==> src/utd_pkg.sv <==
package utd_pkg;

  localparam int CpWidth = 31;
  localparam int LenWidth = 3;

  localparam logic [1:0] ST_OK      = 2'd0;
  localparam logic [1:0] ST_ILLEGAL = 2'd1;
  localparam logic [1:0] ST_TRUNC   = 2'd2;

  typedef struct packed {
    logic [7:0] data_byte;
    logic       end_of_stream;
  } in_req_t;

  typedef struct packed {
    logic [CpWidth-1:0]  code_point;
    logic                wide_form;
    logic [LenWidth-1:0] seq_bytes;
    logic [1:0]          status;
  } out_req_t;

  // Smallest value that a sequence of the given length may legally encode.
  function automatic logic [CpWidth-1:0] min_value(input logic [LenWidth-1:0] len);
    logic [CpWidth-1:0] v;
    case (len)
      3'd2:    v = 31'h0000080;
      3'd3:    v = 31'h0000800;
      3'd4:    v = 31'h0010000;
      3'd5:    v = 31'h0200000;
      3'd6:    v = 31'h4000000;
      default: v = '0;
    endcase
    return v;
  endfunction

endpackage

==> src/utd_core.sv <==
module utd_core
  import utd_pkg::*;
(
  input  logic     clk,
  input  logic     rst_n,
  input  logic     accept,
  input  in_req_t  req,
  output logic     res_valid,
  output out_req_t res
);

  logic [CpWidth-1:0]  partial_r, partial_nxt;
  logic [LenWidth-1:0] expected_r, expected_nxt;
  logic [LenWidth-1:0] seen_r, seen_nxt;

  logic                seq_open;
  logic [LenWidth-1:0] seen_now;
  logic [CpWidth-1:0]  shifted;
  logic [LenWidth-1:0] lead_len;
  logic [CpWidth-1:0]  lead_bits;
  logic                lead_ok;
  logic [7:0]          b;

  assign b = req.data_byte;
  assign seq_open = (expected_r >= 3'd2) && (expected_r <= 3'd6) &&
                    (seen_r != '0) && (seen_r < expected_r);
  assign seen_now = seen_r + 3'd1;
  assign shifted = {partial_r[CpWidth-7:0], b[5:0]};

  always_comb begin
    lead_ok = 1'b1;
    lead_len = '0;
    lead_bits = '0;
    case (b) inside
      8'b110?????: begin
        lead_len = 3'd2;
        lead_bits = {26'd0, b[4:0]};
      end
      8'b1110????: begin
        lead_len = 3'd3;
        lead_bits = {27'd0, b[3:0]};
      end
      8'b11110???: begin
        lead_len = 3'd4;
        lead_bits = {28'd0, b[2:0]};
      end
      8'b111110??: begin
        lead_len = 3'd5;
        lead_bits = {29'd0, b[1:0]};
      end
      8'b1111110?: begin
        lead_len = 3'd6;
        lead_bits = {30'd0, b[0]};
      end
      default: lead_ok = 1'b0;
    endcase
  end

  always_comb begin
    res_valid = 1'b0;
    res = '0;
    partial_nxt = partial_r;
    expected_nxt = expected_r;
    seen_nxt = seen_r;
    if (accept) begin
      partial_nxt = '0;
      expected_nxt = '0;
      seen_nxt = '0;
      if (!seq_open) begin
        res.seq_bytes = 3'd1;
        if (b[7:6] == 2'b10) begin
          res_valid = 1'b1;
          res.status = ST_ILLEGAL;
        end else if (!b[7]) begin
          res_valid = 1'b1;
          res.status = ST_OK;
          res.code_point = {23'd0, b};
        end else if (!lead_ok) begin
          res_valid = 1'b1;
          res.status = ST_ILLEGAL;
        end else if (req.end_of_stream) begin
          res_valid = 1'b1;
          res.status = ST_TRUNC;
        end else begin
          partial_nxt = lead_bits;
          expected_nxt = lead_len;
          seen_nxt = 3'd1;
        end
      end else begin
        res.seq_bytes = seen_now;
        if (req.end_of_stream && (seen_now < expected_r)) begin
          res_valid = 1'b1;
          res.status = ST_TRUNC;
        end else if (!b[7]) begin
          res_valid = 1'b1;
          res.status = ST_ILLEGAL;
        end else if (seen_now == expected_r) begin
          res_valid = 1'b1;
          if (shifted < min_value(expected_r)) begin
            res.status = ST_ILLEGAL;
          end else begin
            res.status = ST_OK;
            res.code_point = shifted;
            res.wide_form = 1'b1;
          end
        end else begin
          partial_nxt = shifted;
          expected_nxt = expected_r;
          seen_nxt = seen_now;
        end
      end
    end
  end

  always_ff @(posedge clk) begin
    if (!rst_n) begin
      partial_r <= '0;
      expected_r <= '0;
      seen_r <= '0;
    end else begin
      partial_r <= partial_nxt;
      expected_r <= expected_nxt;
      seen_r <= seen_nxt;
    end
  end

endmodule

==> src/utf8_to_ucs4_decoder.sv <==
// UTF-8 to UCS-4 decoder, one byte of the stream per input request.
// Input channel: in_valid / in_ready carry in_data, a raw byte and a flag that
// marks the last byte of the stream. Output channel: out_valid / out_ready
// carry out_data, a code point with its class, byte count and status.
// A request that completes a character, or ends a sequence with an error,
// yields one result; lead and middle bytes of a sequence yield none.
// The result is registered: it enters the output register when the request that
// completes it is accepted, or the skid register while the output stalls.
// Throughput is one byte per cycle while in_ready is high, set by the single
// decode stage between the sequence state and the output register.
// The output register is backed by a one-entry skid register, so the decoder
// keeps accepting while a result waits. When the receiver stalls long enough
// for both to fill, in_ready drops until the output register drains.
// Reset (rst_n low, synchronous) closes any open sequence and empties both
// result registers.
module utf8_to_ucs4_decoder
  import utd_pkg::*;
(
  input  logic     clk,
  input  logic     rst_n,
  input  logic     in_valid,
  output logic     in_ready,
  input  in_req_t  in_data,
  output logic     out_valid,
  input  logic     out_ready,
  output out_req_t out_data
);

  logic     accept;
  logic     res_valid;
  out_req_t res;

  logic     out_valid_r, out_valid_nxt;
  out_req_t out_data_r, out_data_nxt;
  logic     skid_valid_r, skid_valid_nxt;
  out_req_t skid_data_r, skid_data_nxt;

  assign in_ready = !skid_valid_r;
  assign accept = in_valid && in_ready;

  utd_core u_core (
    .clk       (clk),
    .rst_n     (rst_n),
    .accept    (accept),
    .req       (in_data),
    .res_valid (res_valid),
    .res       (res)
  );

  always_comb begin
    out_valid_nxt = out_valid_r;
    out_data_nxt = out_data_r;
    skid_valid_nxt = skid_valid_r;
    skid_data_nxt = skid_data_r;
    if (!out_valid_r || out_ready) begin
      if (skid_valid_r) begin
        out_valid_nxt = 1'b1;
        out_data_nxt = skid_data_r;
        skid_valid_nxt = 1'b0;
      end else begin
        out_valid_nxt = res_valid;
        out_data_nxt = res;
      end
    end else if (res_valid) begin
      skid_valid_nxt = 1'b1;
      skid_data_nxt = res;
    end
  end

  always_ff @(posedge clk) begin
    if (!rst_n) begin
      out_valid_r <= 1'b0;
      skid_valid_r <= 1'b0;
    end else begin
      out_valid_r <= out_valid_nxt;
      skid_valid_r <= skid_valid_nxt;
    end
    out_data_r <= out_data_nxt;
    skid_data_r <= skid_data_nxt;
  end

  assign out_valid = out_valid_r;
  assign out_data = out_data_r;

  a_skid_behind_out: assert property (@(posedge clk) disable iff (!rst_n)
    skid_valid_r |-> out_valid_r)
    else $error("Skid register holds a result while the output register is empty.");

  a_no_result_lost: assert property (@(posedge clk) disable iff (!rst_n)
    (res_valid && out_valid_r && !out_ready) |=> skid_valid_r)
    else $error("A result arrived under a stalled output and was not kept.");

  a_error_zero: assert property (@(posedge clk) disable iff (!rst_n)
    (out_valid && (out_data.status != ST_OK)) |->
      ((out_data.code_point == '0) && !out_data.wide_form))
    else $error("An error result carries a nonzero value or class.");

  a_wide_len: assert property (@(posedge clk) disable iff (!rst_n)
    (out_valid && out_data.wide_form) |->
      ((out_data.seq_bytes >= 3'd2) && (out_data.seq_bytes <= 3'd6)))
    else $error("A wide result has an impossible sequence length.");

  a_status_code: assert property (@(posedge clk) disable iff (!rst_n)
    out_valid |-> ((out_data.status == ST_OK) || (out_data.status == ST_ILLEGAL) ||
                   (out_data.status == ST_TRUNC)))
    else $error("A result carries an undefined status.");

endmodule

==> config.mk <==
export PLATFORM = sky130hd
export DESIGN_NAME = utf8_to_ucs4_decoder
export DESIGN_NICKNAME = d
export VERILOG_FILES = /design/src/utd_pkg.sv /design/src/utd_core.sv /design/src/utf8_to_ucs4_decoder.sv
export SDC_FILE = /design/constraint.sdc
export NUM_CORES = 1
export LEC_CHECK = 0
export ABC_CLOCK_PERIOD_IN_PS = 3890
export BUFFER_PORTS_ARGS = -buffer_cell sky130_fd_sc_hd__buf_2
export CORE_MARGIN = 1
export CORE_UTILIZATION = 58
export CTS_CLUSTER_DIAMETER = 100
export CTS_CLUSTER_SIZE = 28
export DETAILED_ROUTE_END_ITERATION = 10
export PLACE_DENSITY = 0.86
export SYNTH_ARGS = -nofsm -noshare
export SYNTH_HDL_FRONTEND = slang
export SYNTH_SLANG_ARGS = --single-unit
==> constraint.sdc <==
create_clock -name clk -period 3.89 [get_ports clk]
set_clock_uncertainty 0.1 [all_clocks]
set_input_delay 0.5835 -clock clk [delete_from_list [all_inputs] [get_ports clk]]
set_output_delay 0.5835 -clock clk [all_outputs]
set_load 0.01 [all_outputs]
==> parameters.txt, run 1 <==
Parameter                              Value

Global route
  Number of antenna violations at the first check in global routing    0
  Total GRT Usage    between 20% and 30%
  Number of global-route vias before repair    approximately 3200
  Wire length of the first global-routing pass    approximately 16000 µm
  Maximum number of pins on one net before global-route repair    55
  Remaining global-route overflow    0

Drt
  Antenna violation net count after detailed routing    0
  Routed vias/inst    6.183
  Routed length per instance    18.27 µm
  Iteration-0 DRC count of the detailed router    268
  Vias after detailed routing    3345
  Remaining routing DRC violations    0
  Total wire length after detailed routing    9882 µm
  Number of detailed-routing iterations run before antenna repair    5

Placement
  Area post-placement    5180 µm²
  IO buf count    51
  Weighted congestion at the end of routability-driven global placement    0.9872
  Final HPWL DP    6563 µm

Synthesis
  Sequential area share after synthesis    59.49%
  Most common cell in the synthesized netlist    sky130_fd_sc_hd__edfxtp_1
  Post-Syn Area    between 4000 and 5000 µm²
  Post-synthesis sequential element count    107
  Largest cells by area after synthesis    sky130_fd_sc_hd__edfxtp_1 46%, sky130_fd_sc_hd__dfxtp_1 14%, sky130_fd_sc_hd__a22o_1 6.0%
  Area share of the largest cell type after synthesis    45.86%
  Post-synthesis average cell area    12.49 µm²
  Share of flip-flops with an asynchronous set or reset after synthesis    0%
  Post-synthesis cell type count    43
  EDFF count, synth    74
  Cell types with the highest counts after synthesis    74 x sky130_fd_sc_hd__edfxtp_1, 33 x sky130_fd_sc_hd__a22o_1, 33 x sky130_fd_sc_hd__dfxtp_1
  Cell taking the most area after synthesis    sky130_fd_sc_hd__edfxtp_1
  Warnings from Yosys    0
  Synthesized netlist cell count    388
  Number of nets produced by synthesis    413
  Post-synth top flop    sky130_fd_sc_hd__edfxtp_1

Clocking
  Hold buffers post-CTS    0
  Number of H-tree levels    3
  TritonCTS buffer count    9
  Post-CTS Setup Inserts    0
  Clock-pin transition on the worst setup and hold timing paths    0.10 ns
  Quantity of gates resized following cts    0
  Clock latency reported for the late side of the worst-skew pair    around 0.36 ns
  Number of buffers between clock root and the deepest sink    2
  TritonCTS clock tree    done
  Master cell of the clock root buffer    sky130_fd_sc_hd__clkbuf_8
  Number of sinks on the clock net    107

Min path
  Path category of the worst min-delay check    in -> reg

Floorplanning
  Die Span X    93.41 µm
  Rows    32
  Die span in y    93.41 µm
  Starting density of the core    61.44%
  DIE AREA    around 8700 µm²
  Std-Cell Core Area    7888 µm²
  Count of pins on the block boundary    between 50 and 60

STA
  Maximum clock rate    ~0.3 GHz
  Final number of max-transition violations    0
  Number of endpoints failing setup at the final stage    0
  Setup TNS Final    0 ns
  Fraction of the cycle the final worst path needs    a little over four fifths
  Least-Margin Pin Slew    approximately 0.67 ns
  Setup repair after global routing missed its margin    false
  Worst max-slew margin expressed relative to the limit    55.12%
  Final hold violations    0
  Minimum clock period after layout    3.241 ns

Worst setup path
  Kind of critical path    reg -> reg
  Critical Path End Type    flip-flop
  Count of buffer and inverter cells on the critical path    2
  Required time at the endpoint of the critical path    3.91 ns
  Critical Path Start Type    flip-flop
  Slowest library cell on the worst path    sky130_fd_sc_hd__a2111oi_0
  Ordered list of cells on the worst path    inv_1, or3_1, ha_1, a2111oi_0, nand3_1, and3_1, o2111a_2, buf_12, a22o_1
  CP delay by family, top    compound AO/OA/AOI/OAI gates
  Signal arrival time at the worst endpoint    3.26 ns
  Largest stage delay on the critical path    0.46 ns
  Worst Path Max Fanout    54

Finish
  Net count of the finished layout    roughly 460
  Register area    2883 µm²
  Filler cell count    approximately 560
  Signed area change from the synthesized netlist to the final layout    10.79%
  Fraction of final layout cells sized beyond drive strength 1    18.68%
  Multi-input combinational cell area    around 1800 µm²
  Antenna diode instance count    0
  Post-layout instance area    5369 µm²

Status
  Run status    finished clean

Power and ir drop
  Worst-case vdd ir drop    0.2049 mV
  Leakage power total    2.166 nW
  Power density over the cells    just under 400 nW/µm²

Run
  Maxcap violations    0
layer usage:
| layer | vias to the layer above | wire, µm | GRT usage (%) |
|---|---|---|---|
| li1 | 1567 | - | - |
| met1 | 1610 | 4398 | 32.57 |
| met2 | 140 | 4811 | 39.40 |
| met3 | 28 | 492 | 4.959 |
| met4 | 0 | 180 | 7.821 |
| met5 | - | 0 | 0 |
cells in the final DEF (no fill, tap or decap), types with 2 or more instances in the layout:
master and instances:
sky130_fd_sc_hd__nand4_1 4, sky130_fd_sc_hd__edfxtp_1 74, sky130_fd_sc_hd__a21oi_1 10, sky130_fd_sc_hd__nand3_1 17, sky130_fd_sc_hd__o21a_1 7, sky130_fd_sc_hd__buf_2 51
sky130_fd_sc_hd__nor2b_1 4, sky130_fd_sc_hd__nor2_1 5, sky130_fd_sc_hd__clkinvlp_4 2, sky130_fd_sc_hd__and3_1 7, sky130_fd_sc_hd__a21boi_0 2, sky130_fd_sc_hd__a22o_1 33
sky130_fd_sc_hd__buf_4 9, sky130_fd_sc_hd__nand2_1 15, sky130_fd_sc_hd__a22oi_1 6, sky130_fd_sc_hd__a21o_1 13, sky130_fd_sc_hd__or3_1 3, sky130_fd_sc_hd__mux2i_1 21
sky130_fd_sc_hd__and2_1 26, sky130_fd_sc_hd__a311oi_1 2, sky130_fd_sc_hd__ha_1 12, sky130_fd_sc_hd__o21ai_0 14, sky130_fd_sc_hd__clkbuf_8 9, sky130_fd_sc_hd__a2111oi_0 2
sky130_fd_sc_hd__dfxtp_1 33, sky130_fd_sc_hd__or4_1 2, sky130_fd_sc_hd__inv_1 9, sky130_fd_sc_hd__clkinv_4 2, sky130_fd_sc_hd__nor3b_1 21, sky130_fd_sc_hd__nor3_1 4
final timing paths:
path	slack, ns	to	start	cells after the start
max	0.65	out_data[33]$_DFFE_PP_	u_core.expected_r[2]$_SDFFE_PN0P_	9
min	0.39	out_valid$_SDFFE_PN0P_	in_valid	2
max reg2reg	0.65	out_data[33]$_DFFE_PP_	u_core.expected_r[2]$_SDFFE_PN0P_	9
min reg2reg	0.44	u_core.expected_r[2]$_SDFFE_PN0P_	u_core.expected_r[2]$_SDFFE_PN0P_	2
layout make-up:
type / instances / share of cell area, %
Clock inverter: 7 / 1.212
Tap cell: 102 / 2.377
Inverter: 9 / 0.6292
Timing Repair Buffer: 61 / 6.385
Multi-Input combinational cell: 246 / 33.40
Sequential cell: 107 / 53.69
Clock buffer: 9 / 2.307
worst register-to-register path, cell delays in order, from the launching register on:
cell and delay, ns:
sky130_fd_sc_hd__dfxtp_1 0.44, sky130_fd_sc_hd__inv_1 0.15, sky130_fd_sc_hd__or3_1 0.34, sky130_fd_sc_hd__ha_1 0.30, sky130_fd_sc_hd__a2111oi_0 0.46, sky130_fd_sc_hd__nand3_1 0.15, sky130_fd_sc_hd__and3_1 0.25, sky130_fd_sc_hd__o2111a_2 0.38
sky130_fd_sc_hd__buf_12 0.21, sky130_fd_sc_hd__a22o_1 0.23
report_power, final:
part / internal (mW) / leakage (nW) / switching, mW / total, mW
logic: 0.0658 / 1.06 / 0.108 / 0.174
clock network: 0.244 / 0.0901 / 0.394 / 0.638
registers: 1.25 / 1.02 / 0.0133 / 1.27
total: 1.56 / 2.17 / 0.516 / 2.08
cells by family (layout without fill, tap and decap cells):
kind of cell               after synthesis  after routing  share of synthesized area (%)
AOI/OAI and AO/OA                       97             97                          15.23
xor gates and xnor gates                 2              2                         0.3615
adders and majority gates               12             12                          3.098
buffers and inverters                   35             86                          3.589
DFF                                    107            107                          59.49
muxes                                   21             21                          4.338
and+or+nand+nor                        114            114                          13.89
state kept, by name, indices dropped and copies added, names as in the netlist:
signal             flops
out_valid              1
u_core.seen_r          3
u_core.partial_r      25
u_core.expected_r      3
out_data              37
skid_data_r           37
skid_valid_r           1
stage by stage:
stage	instances	power, mW	hold slack, ns	worst slack (ns)	utilization (%)
2_1_floorplan	388	1.400	0.3698	0.5113	-
3_3_place_gp	525	1.458	0.4073	0.9179	65.67
3_5_place_dp	525	1.466	0.4055	0.6957	65.67
4_1_cts	541	2.084	0.3816	0.6681	68.07
5_1_grt	541	2.152	0.3764	0.4736	68.07
6_report	541	2.080	0.3886	0.6489	68.07
Power figures use the tool's default switching activity.
==> run 2: changes to the inputs <==
Settings changed: ABC_AREA set to 1, ABC_CLOCK_PERIOD_IN_PS 3890 to 3300, CORE_UTILIZATION 58 to 59, PLACE_DENSITY 0.86 to 0.87.
Clock period 3.89 ns to 3.3 ns, I/O delays scaled along.
==> run 2 against run 1 <==
Effect of this change: synthesized area increased by 2.3%; register-to-register slack got worse by 0.27 ns; combinational power increased by 46%; final area rose by 3.7%; sequential share of layout area shrank 1.9 points; sequential power rose by 19%; first-iteration DRC count rose by 1.9%; die area rose by 0.56%; via count is 14% higher; global-route usage rose by 2.2 points.
==> parameters.txt, run 2 <==
Parameter                              Value

Floorplanning
  Std-Cell Core Area    8175 µm² (+3.6%)
  Starting density of the core    60.64% (-0.80 points)
  Die Span X    93.67 µm (+0.28%)
  Rows    33 (+3.1%)
  Count of pins on the block boundary    52 (unchanged)
  Die span in y    93.67 µm (+0.28%)
  DIE AREA    8773 µm² (+0.56%)

Finish
  Fraction of final layout cells sized beyond drive strength 1    20.69% (+2.0 points)
  Leading cell type in the layout, fill and taps excluded    sky130_fd_sc_hd__nand2_1
  Core Util, Final    68.11% (about the same)
  Layout Cells excl Fill    685 (+27%)
  Net count of the finished layout    600 (+31%)
  Commonest non-fill, non-tap cells in the layout    131 x sky130_fd_sc_hd__nand2_1, 74 x sky130_fd_sc_hd__edfxtp_1, 71 x sky130_fd_sc_hd__nor2_1
  Register area    2883 µm² (unchanged)
  Registers with the highest flip-flop counts    out_data (37), skid_data_r (37), u_core.partial_r (25)
  Filler cell count    619 (+9.9%)
  Signed area change from the synthesized netlist to the final layout    12.32%
  Antenna diode instance count    0 (unchanged)
  Multi-input combinational cell area    1742 µm² (-2.9%)

Global route
  Number of antenna violations at the first check in global routing    0 (unchanged)
  Number of global-route vias before repair    3724 (+16%)
  Total GRT Usage    26.37% (+2.2 points)
  Remaining global-route overflow    0 (unchanged)
  Wire length of the first global-routing pass    17460 µm (+7.1%)
  Maximum number of pins on one net before global-route repair    39 (-29%)

Worst setup path
  Reg2Reg Depth    12 (+3)
  Required time at the endpoint of the critical path    3.35 ns (-0.56 ns)
  Critical Path Start Type    flip-flop
  Setup crit start    u_core.seen_r[0]$_SDFFE_PN0P_
  Signal arrival time at the worst endpoint    2.97 ns (-0.29 ns)
  Setup slack of the most critical reg-to-reg path    0.38 ns (-0.27 ns)
  Kind of critical path    reg -> reg
  Critical Path End Type    flip-flop
  R2r startpoint    u_core.seen_r[0]$_SDFFE_PN0P_
  Worst Path Max Fanout    34 (-37%)
  Endpoint of the most critical register-to-register path    out_data[14]$_DFFE_PP_

Drt
  Routed length per instance    15.72 µm (-14%)
  Number of detailed-routing iterations run before antenna repair    5 (unchanged)
  Antenna violation net count after detailed routing    0 (unchanged)
  Routed vias/inst    5.575 (-9.8%)
  Total wire length after detailed routing    10770 µm (+9.0%)
  Iteration-0 DRC count of the detailed router    273 (+1.9%)
  Remaining routing DRC violations    0 (unchanged)
  Vias after detailed routing    3819 (+14%)

Synthesis
  Area share of the largest cell type after synthesis    44.83% (-1.0 points)
  Sequential area share after synthesis    58.15% (-1.3 points)
  Cell taking the most area after synthesis    sky130_fd_sc_hd__edfxtp_1
  Post-synth top flop    sky130_fd_sc_hd__edfxtp_1
  Post-synthesis cell type count    33 (-23%)
  Most common cell in the synthesized netlist    sky130_fd_sc_hd__nand2_1
  Synthesized netlist cell count    524 (+35%)
  Share of flip-flops with an asynchronous set or reset after synthesis    0% (unchanged)
  EDFF count, synth    74 (unchanged)
  Number of nets produced by synthesis    549 (+33%)
  Post-Syn Area    4957 µm² (+2.3%)
  Post-synthesis average cell area    9.460 µm² (-24%)
  Cell types with the highest counts after synthesis    131 x sky130_fd_sc_hd__nand2_1, 74 x sky130_fd_sc_hd__edfxtp_1, 72 x sky130_fd_sc_hd__nor2_1
  Post-synthesis sequential element count    107 (unchanged)
  Warnings from Yosys    0 (unchanged)
  Largest cells by area after synthesis    sky130_fd_sc_hd__edfxtp_1 45%, sky130_fd_sc_hd__dfxtp_1 13%, sky130_fd_sc_hd__nand2_1 9.9%

Power and ir drop
  Power consumption    2.717 mW (+31%)
  Worst-case vdd ir drop    0.2291 mV (+12%)
  Leakage power total    2.436 nW (+12%)
  Power density over the cells    488.0 nW/µm² (+26%)

Run
  Maxcap violations    0 (unchanged)

STA
  Minimum clock period after layout    2.923 ns (-0.3179 ns)
  Number of endpoints failing setup at the final stage    0 (unchanged)
  Least-Margin Pin Slew    0.4854 ns (-0.1878 ns)
  Worst max-slew margin expressed relative to the limit    67.64% (+13 points)
  Fraction of the cycle the final worst path needs    88.58% (+5.3 points)
  Final hold violations    0 (unchanged)
  Setup TNS Final    0 ns (unchanged)
  Setup repair after global routing missed its margin    false
  Maximum clock rate    0.3421 GHz (+11%)
  Final number of max-transition violations    0 (unchanged)

Clocking
  Clock latency reported for the late side of the worst-skew pair    0.39 ns (+0.03 ns)
  Hold buffers post-CTS    0 (unchanged)
  Number of buffers between clock root and the deepest sink    2 (unchanged)
  Master cell of the clock root buffer    sky130_fd_sc_hd__clkbuf_8
  TritonCTS buffer count    9 (unchanged)
  TritonCTS clock tree    done
  Quantity of gates resized following cts    0 (unchanged)
  Clock-pin transition on the worst setup and hold timing paths    0.11 ns (about the same)
  Post-CTS Setup Inserts    0 (unchanged)
  Number of sinks on the clock net    107 (unchanged)
  Number of H-tree levels    3 (unchanged)

Status
  Run status    finished clean

Min path
  Endpoint of the worst hold path    skid_valid_r$_SDFFE_PP0P_
  Min-Delay Path Depth    4 (+2)
  Path category of the worst min-delay check    in -> reg
  Hold_sp    out_ready

Placement
  Final HPWL DP    7137 µm (+8.7%)
  IO buf count    51 (unchanged)
  Post-placement cell count    669 (+27%)
  Weighted congestion at the end of routability-driven global placement    0.8854 (-10%)
==> run 2: cell count changes in the layout (fill, tap and decap cells not counted), moves of 21 or more <==
cell and delta:
sky130_fd_sc_hd__nor2_1 +66, sky130_fd_sc_hd__nand2_1 +116, sky130_fd_sc_hd__and2_1 -26, sky130_fd_sc_hd__o21ai_1 +22, sky130_fd_sc_hd__mux2i_1 -21, sky130_fd_sc_hd__inv_1 +51, sky130_fd_sc_hd__nor3b_1 -21, sky130_fd_sc_hd__a22o_1 -33
==> run 2: cell families after synthesis <==
| family | after synthesis | synth area share (%) |
|---|---|---|
| adders and majority gates | 12 | 3.029 |
| xor gates and xnor gates | 1 | 0.1767 |
| DFF | 107 | 58.15 |
| AOI/OAI and AO/OA | 66 | 9.137 |
| buffers and inverters | 85 | 6.991 |
| and+or+nand+nor | 253 | 22.51 |
==> run 2: how the worst max path moves through the flow <==
stage,slack (ns),endpoint
finish,0.38,out_data[14]$_DFFE_PP_
global route,0.15,out_data[14]$_DFFE_PP_
CTS,0.42,out_data[14]$_DFFE_PP_
detailed placement,0.54,u_core.partial_r[23]$_SDFFE_PN0P_
global placement,0.61,u_core.partial_r[24]$_SDFFE_PN0P_
floorplan,0.13,skid_data_r[0]$_DFFE_PP_
==> run 2: power breakdown <==
group,switching [mW],internal [mW],total [mW]
registers,0.0239,1.49,1.51
clock network,0.503,0.449,0.952
logic,0.173,0.0812,0.254
total,0.700,2.02,2.72
==> run 2: layout make-up <==
| class | instances | area share (%) |
|---|---|---|
| Clock buffer | 9 | 2.225 |
| Clock inverter | 7 | 2.090 |
| Inverter | 67 | 4.517 |
| Multi-Input combinational cell | 332 | 31.28 |
| Sequential cell | 107 | 51.78 |
| Tap cell | 105 | 2.360 |
| Timing Repair Buffer | 58 | 5.753 |
==> run 2: metrics by stage <==
step	area (µm²)	setup slack [ns]	hold slack (ns)
after global routing	5568	0.1487	0.3045
after detailed placement	5328	0.5353	0.4018
after floorplan	4969	0.1332	0.3596
after CTS	5568	0.4243	0.2871
after global placement	5328	0.6120	0.3804
final	5568	0.3768	0.2880
==> run 2: routing by layer <==
metal,wire length (µm),GRT usage (%),up-vias
met5,0,0,-
met4,303,11.67,0
met3,594,4.531,28
met2,5444,45.53,128
met1,4426,32.47,1839
li1,-,-,1824
==> run 2: worst max-delay path, stage by stage (launching register included) <==
cell	delay (ns)
sky130_fd_sc_hd__dfxtp_1	0.36
sky130_fd_sc_hd__ha_1	0.22
sky130_fd_sc_hd__xnor2_1	0.19
sky130_fd_sc_hd__inv_1	0.07
sky130_fd_sc_hd__ha_1	0.29
sky130_fd_sc_hd__nand2_1	0.05
sky130_fd_sc_hd__inv_1	0.05
sky130_fd_sc_hd__nor3_1	0.03
sky130_fd_sc_hd__o21ai_1	0.13
sky130_fd_sc_hd__inv_1	0.10
sky130_fd_sc_hd__nor2_4	0.18
sky130_fd_sc_hd__nand4_4	0.41
sky130_fd_sc_hd__o21ai_0	0.51
==> run 3: changes to the inputs <==
==> constraint.sdc (replaced) <==
create_clock -name clk -period 3.3 [get_ports clk]
set_clock_uncertainty 0.1 [all_clocks]
set_input_delay 0.165 -clock clk [delete_from_list [all_inputs] [get_ports clk]]
set_output_delay 0.165 -clock clk [all_outputs]
set_load 0.01 [all_outputs]
==> run 3 against run 2 <==
Effect of this change: sequential power barely moved; die area did not move; register-to-register slack improved by 0.05 ns; clock power fell by 19%; cell count rose by 0.15%; first-iteration DRC count fell by 17%; largest cell class unchanged; sequential share of layout area rose by 0.38 points; maximum frequency rose by 1.6%; hold slack got worse by 0.26 ns; setup slack improved by 0.047 ns; count of clock-buffer cells in the layout did not move; highest routed layer unchanged; total power fell by 6.8%.
==> parameters.txt, run 3 (synthesis results as in run 2) <==
Parameter                              Value

Status
  Run status    finished clean

Placement
  IO buf count    51 (unchanged)
  Weighted congestion at the end of routability-driven global placement    0.8780 (-0.84%)
  Area post-placement    5313 µm² (-0.28%)
  Final HPWL DP    6919 µm (-3.1%)
  Setup slack after placement    0.4603 ns (-0.07495 ns)
  Post-placement cell count    667 (-0.30%)

Floorplanning
  DIE AREA    8773 µm² (unchanged)
  Starting density of the core    60.64% (unchanged)
  Rows    33 (unchanged)
  Die Span X    93.67 µm (unchanged)
  Die span in y    93.67 µm (unchanged)
  Std-Cell Core Area    8175 µm² (unchanged)
  Count of pins on the block boundary    52 (unchanged)

Worst setup path
  Count of buffer and inverter cells on the critical path    3 (unchanged)
  Signal arrival time at the worst endpoint    3.01 ns (+0.04 ns)
  Critical Path End Type    flip-flop
  Kind of critical path    reg -> reg
  Ordered list of cells on the worst path    inv_1, ha_1, ha_1, nand2_1, or2_2, inv_1, nor2_1, nand3_2, nand2_1, nand2_2, buf_4, a211oi_2
  Endpoint of the most critical register-to-register path    u_core.partial_r[23]$_SDFFE_PN0P_
  Required time at the endpoint of the critical path    3.43 ns (+0.08 ns)
  Setup slack of the most critical reg-to-reg path    0.42 ns (+0.05 ns)
  CP delay by family, top    simple AND/OR/NAND/NOR gates
  Worst Path Max Fanout    16 (-53%)
  R2r startpoint    u_core.seen_r[0]$_SDFFE_PN0P_
  Slowest library cell on the worst path    sky130_fd_sc_hd__dfxtp_1
  Critical Path Start Type    flip-flop
  Largest stage delay on the critical path    0.41 ns (-0.10 ns)
  Reg2Reg Depth    12 (unchanged)

Finish
  Commonest non-fill, non-tap cells in the layout    131 x sky130_fd_sc_hd__nand2_1, 74 x sky130_fd_sc_hd__edfxtp_1, 71 x sky130_fd_sc_hd__nor2_1
  Net count of the finished layout    601 (+0.17%)
  Post-layout instance area    5528 µm² (-0.72%)
  Filler cell count    641 (+3.6%)
  Registers with the highest flip-flop counts    out_data (37), skid_data_r (37), u_core.partial_r (25)
  Fraction of final layout cells sized beyond drive strength 1    20.31% (-0.38 points)
  Antenna diode instance count    0 (unchanged)
  Leading cell type in the layout, fill and taps excluded    sky130_fd_sc_hd__nand2_1
  Layout Cells excl Fill    686 (+0.15%)
  Core Util, Final    67.62% (-0.49 points)
  Signed area change from the synthesized netlist to the final layout    11.51%

Global route
  Remaining global-route overflow    0 (unchanged)
  Wire length of the first global-routing pass    16740 µm (-4.1%)
  Met2 track utilization from global routing    41.85% (-3.7 points)
  Total GRT Usage    24.81% (-1.6 points)
  Number of global-route vias before repair    3494 (-6.2%)
  Maximum number of pins on one net before global-route repair    44 (+13%)
  GR Util met1    32.33% (-0.14 points)
  Most heavily used metal layer in global routing    met2
  Number of antenna violations at the first check in global routing    0 (unchanged)
  GR met3 Demand/Resource    2.508% (-2.0 points)

STA
  Setup repair after global routing missed its margin    false
  Fraction of the cycle the final worst path needs    87.16% (-1.4 points)
  Final hold violations    0 (unchanged)
  Worst-case setup margin in the final layout    0.4239 ns (+0.04710 ns)
  Least-Margin Pin Slew    0.8262 ns (+0.3408 ns)
  Worst max-slew margin expressed relative to the limit    44.84% (-23 points)
  Minimum clock period after layout    2.876 ns (-0.04710 ns)
  Final number of max-transition violations    0 (unchanged)
  Maximum clock rate    0.3477 GHz (+1.6%)
  Setup TNS Final    0 ns (unchanged)
  Number of endpoints failing setup at the final stage    0 (unchanged)

Min path
  Min-Delay Path Depth    5 (+1)
  Hold_sp    in_data[1]
  Endpoint of the worst hold path    u_core.partial_r[0]$_SDFFE_PN0P_
  Path category of the worst min-delay check    in -> reg

Power and ir drop
  Share of total power in sequential cells    59.6% (+4.0 points)
  Internal portion of total power    1.857 mW (-7.9%)
  Worst-case vdd ir drop    0.1864 mV (-19%)
  Switching component of the power    0.6747 mW (-3.7%)
  Net switching fraction of the power    26.65% (+0.88 points)
  Power density over the cells    457.9 nW/µm² (-6.2%)
  Power share of the clock group    30.4% (-4.6 points)
  Portion of total power attributed to combinational logic    9.9% (+0.5 points)
  Leakage power total    2.413 nW (-0.94%)

Clocking
  Number of sinks on the clock net    107 (unchanged)
  Clock latency reported for the late side of the worst-skew pair    0.38 ns (about the same)
  Post-CTS Setup Inserts    0 (unchanged)
  Number of H-tree levels    3 (unchanged)
  TritonCTS buffer count    9 (unchanged)
  Hold buffers post-CTS    3 (+3)
  Number of buffers between clock root and the deepest sink    2 (unchanged)
  TritonCTS clock tree    done
  Quantity of gates resized following cts    0 (unchanged)
  Master cell of the clock root buffer    sky130_fd_sc_hd__clkbuf_8
  Clock-pin transition on the worst setup and hold timing paths    0.11 ns (about the same)

Drt
  Remaining routing DRC violations    0 (unchanged)
  Total wire length after detailed routing    10060 µm (-6.6%)
  Iteration-0 DRC count of the detailed router    226 (-17%)
  Number of detailed-routing iterations run before antenna repair    5 (unchanged)
  Routed vias/inst    5.433 (-2.6%)
  Antenna violation net count after detailed routing    0 (unchanged)
  Routed length per instance    14.66 µm (-6.7%)
  Vias after detailed routing    3727 (-2.4%)

Run
  Maxcap violations    0 (unchanged)
## run 3: cell count changes in the layout (fill, tap and decap cells not counted), sizes merged
cell,before,now
bufinv,2,0
buf,58,56
clkinv,2,4
dlygate4sd3,0,3
## run 3: layout make-up
cell class	instances	area, µm²	share of cell area (%)
clock buffers	9	123.9	2.241
clock inverters	7	61.31	1.109
inverters	67	251.5	4.550
multi-input cells	332	1742	31.51
flip-flops and latches	107	2883	52.15
well taps	105	131.4	2.377
repair buffers	59	335.3	6.066
## run 3: worst max-delay path by stage
stage | from | end | slack [ns] | cells after the start
after floorplan | u_core.seen_r[0]$_SDFFE_PN0P_ | skid_data_r[0]$_DFFE_PP_ | 0.13 | 11
after global placement | u_core.seen_r[0]$_SDFFE_PN0P_ | u_core.partial_r[24]$_SDFFE_PN0P_ | 0.58 | 12
after detailed placement | u_core.seen_r[0]$_SDFFE_PN0P_ | u_core.partial_r[23]$_SDFFE_PN0P_ | 0.46 | 12
after CTS | u_core.seen_r[0]$_SDFFE_PN0P_ | u_core.partial_r[22]$_SDFFE_PN0P_ | 0.42 | 12
after global routing | u_core.seen_r[0]$_SDFFE_PN0P_ | u_core.partial_r[23]$_SDFFE_PN0P_ | 0.21 | 13
final | u_core.seen_r[0]$_SDFFE_PN0P_ | u_core.partial_r[23]$_SDFFE_PN0P_ | 0.42 | 12
## run 3: tightest hold or removal path, stage by stage
cell                      delay (ns)
sky130_fd_sc_hd__buf_2          0.10
sky130_fd_sc_hd__nand2_1        0.05
sky130_fd_sc_hd__inv_1          0.05
sky130_fd_sc_hd__nand2_1        0.06
sky130_fd_sc_hd__a21oi_1        0.05
## run 3: metrics by stage
stage          hold slack [ns]  total power [mW]
5_1_grt                0.07054             2.618
6_report               0.02939             2.531
2_1_floorplan           0.1681             1.704
4_1_cts                0.02420             2.534
3_5_place_dp            0.3814             1.789
3_3_place_gp            0.3533             1.776
## run 3: power groups by stage
stage                     Sequential, mW  Combinational (mW)  Clock [mW]
after global placement              1.54               0.239           0
final                               1.51               0.252       0.770
after floorplan                     1.56               0.147           0
after CTS                           1.51               0.253       0.772
after global routing                1.52               0.282       0.821
after detailed placement            1.54               0.249           0
## run 3: layer usage
metal / routed length [µm] / share of wire, % / up-vias
met5: 0 / 0 / -
met4: 252 / 2.5 / 0
met3: 404 / 4.0 / 22
met2: 4978 / 49 / 107
met1: 4423 / 44 / 1773
li1: - / - / 1825
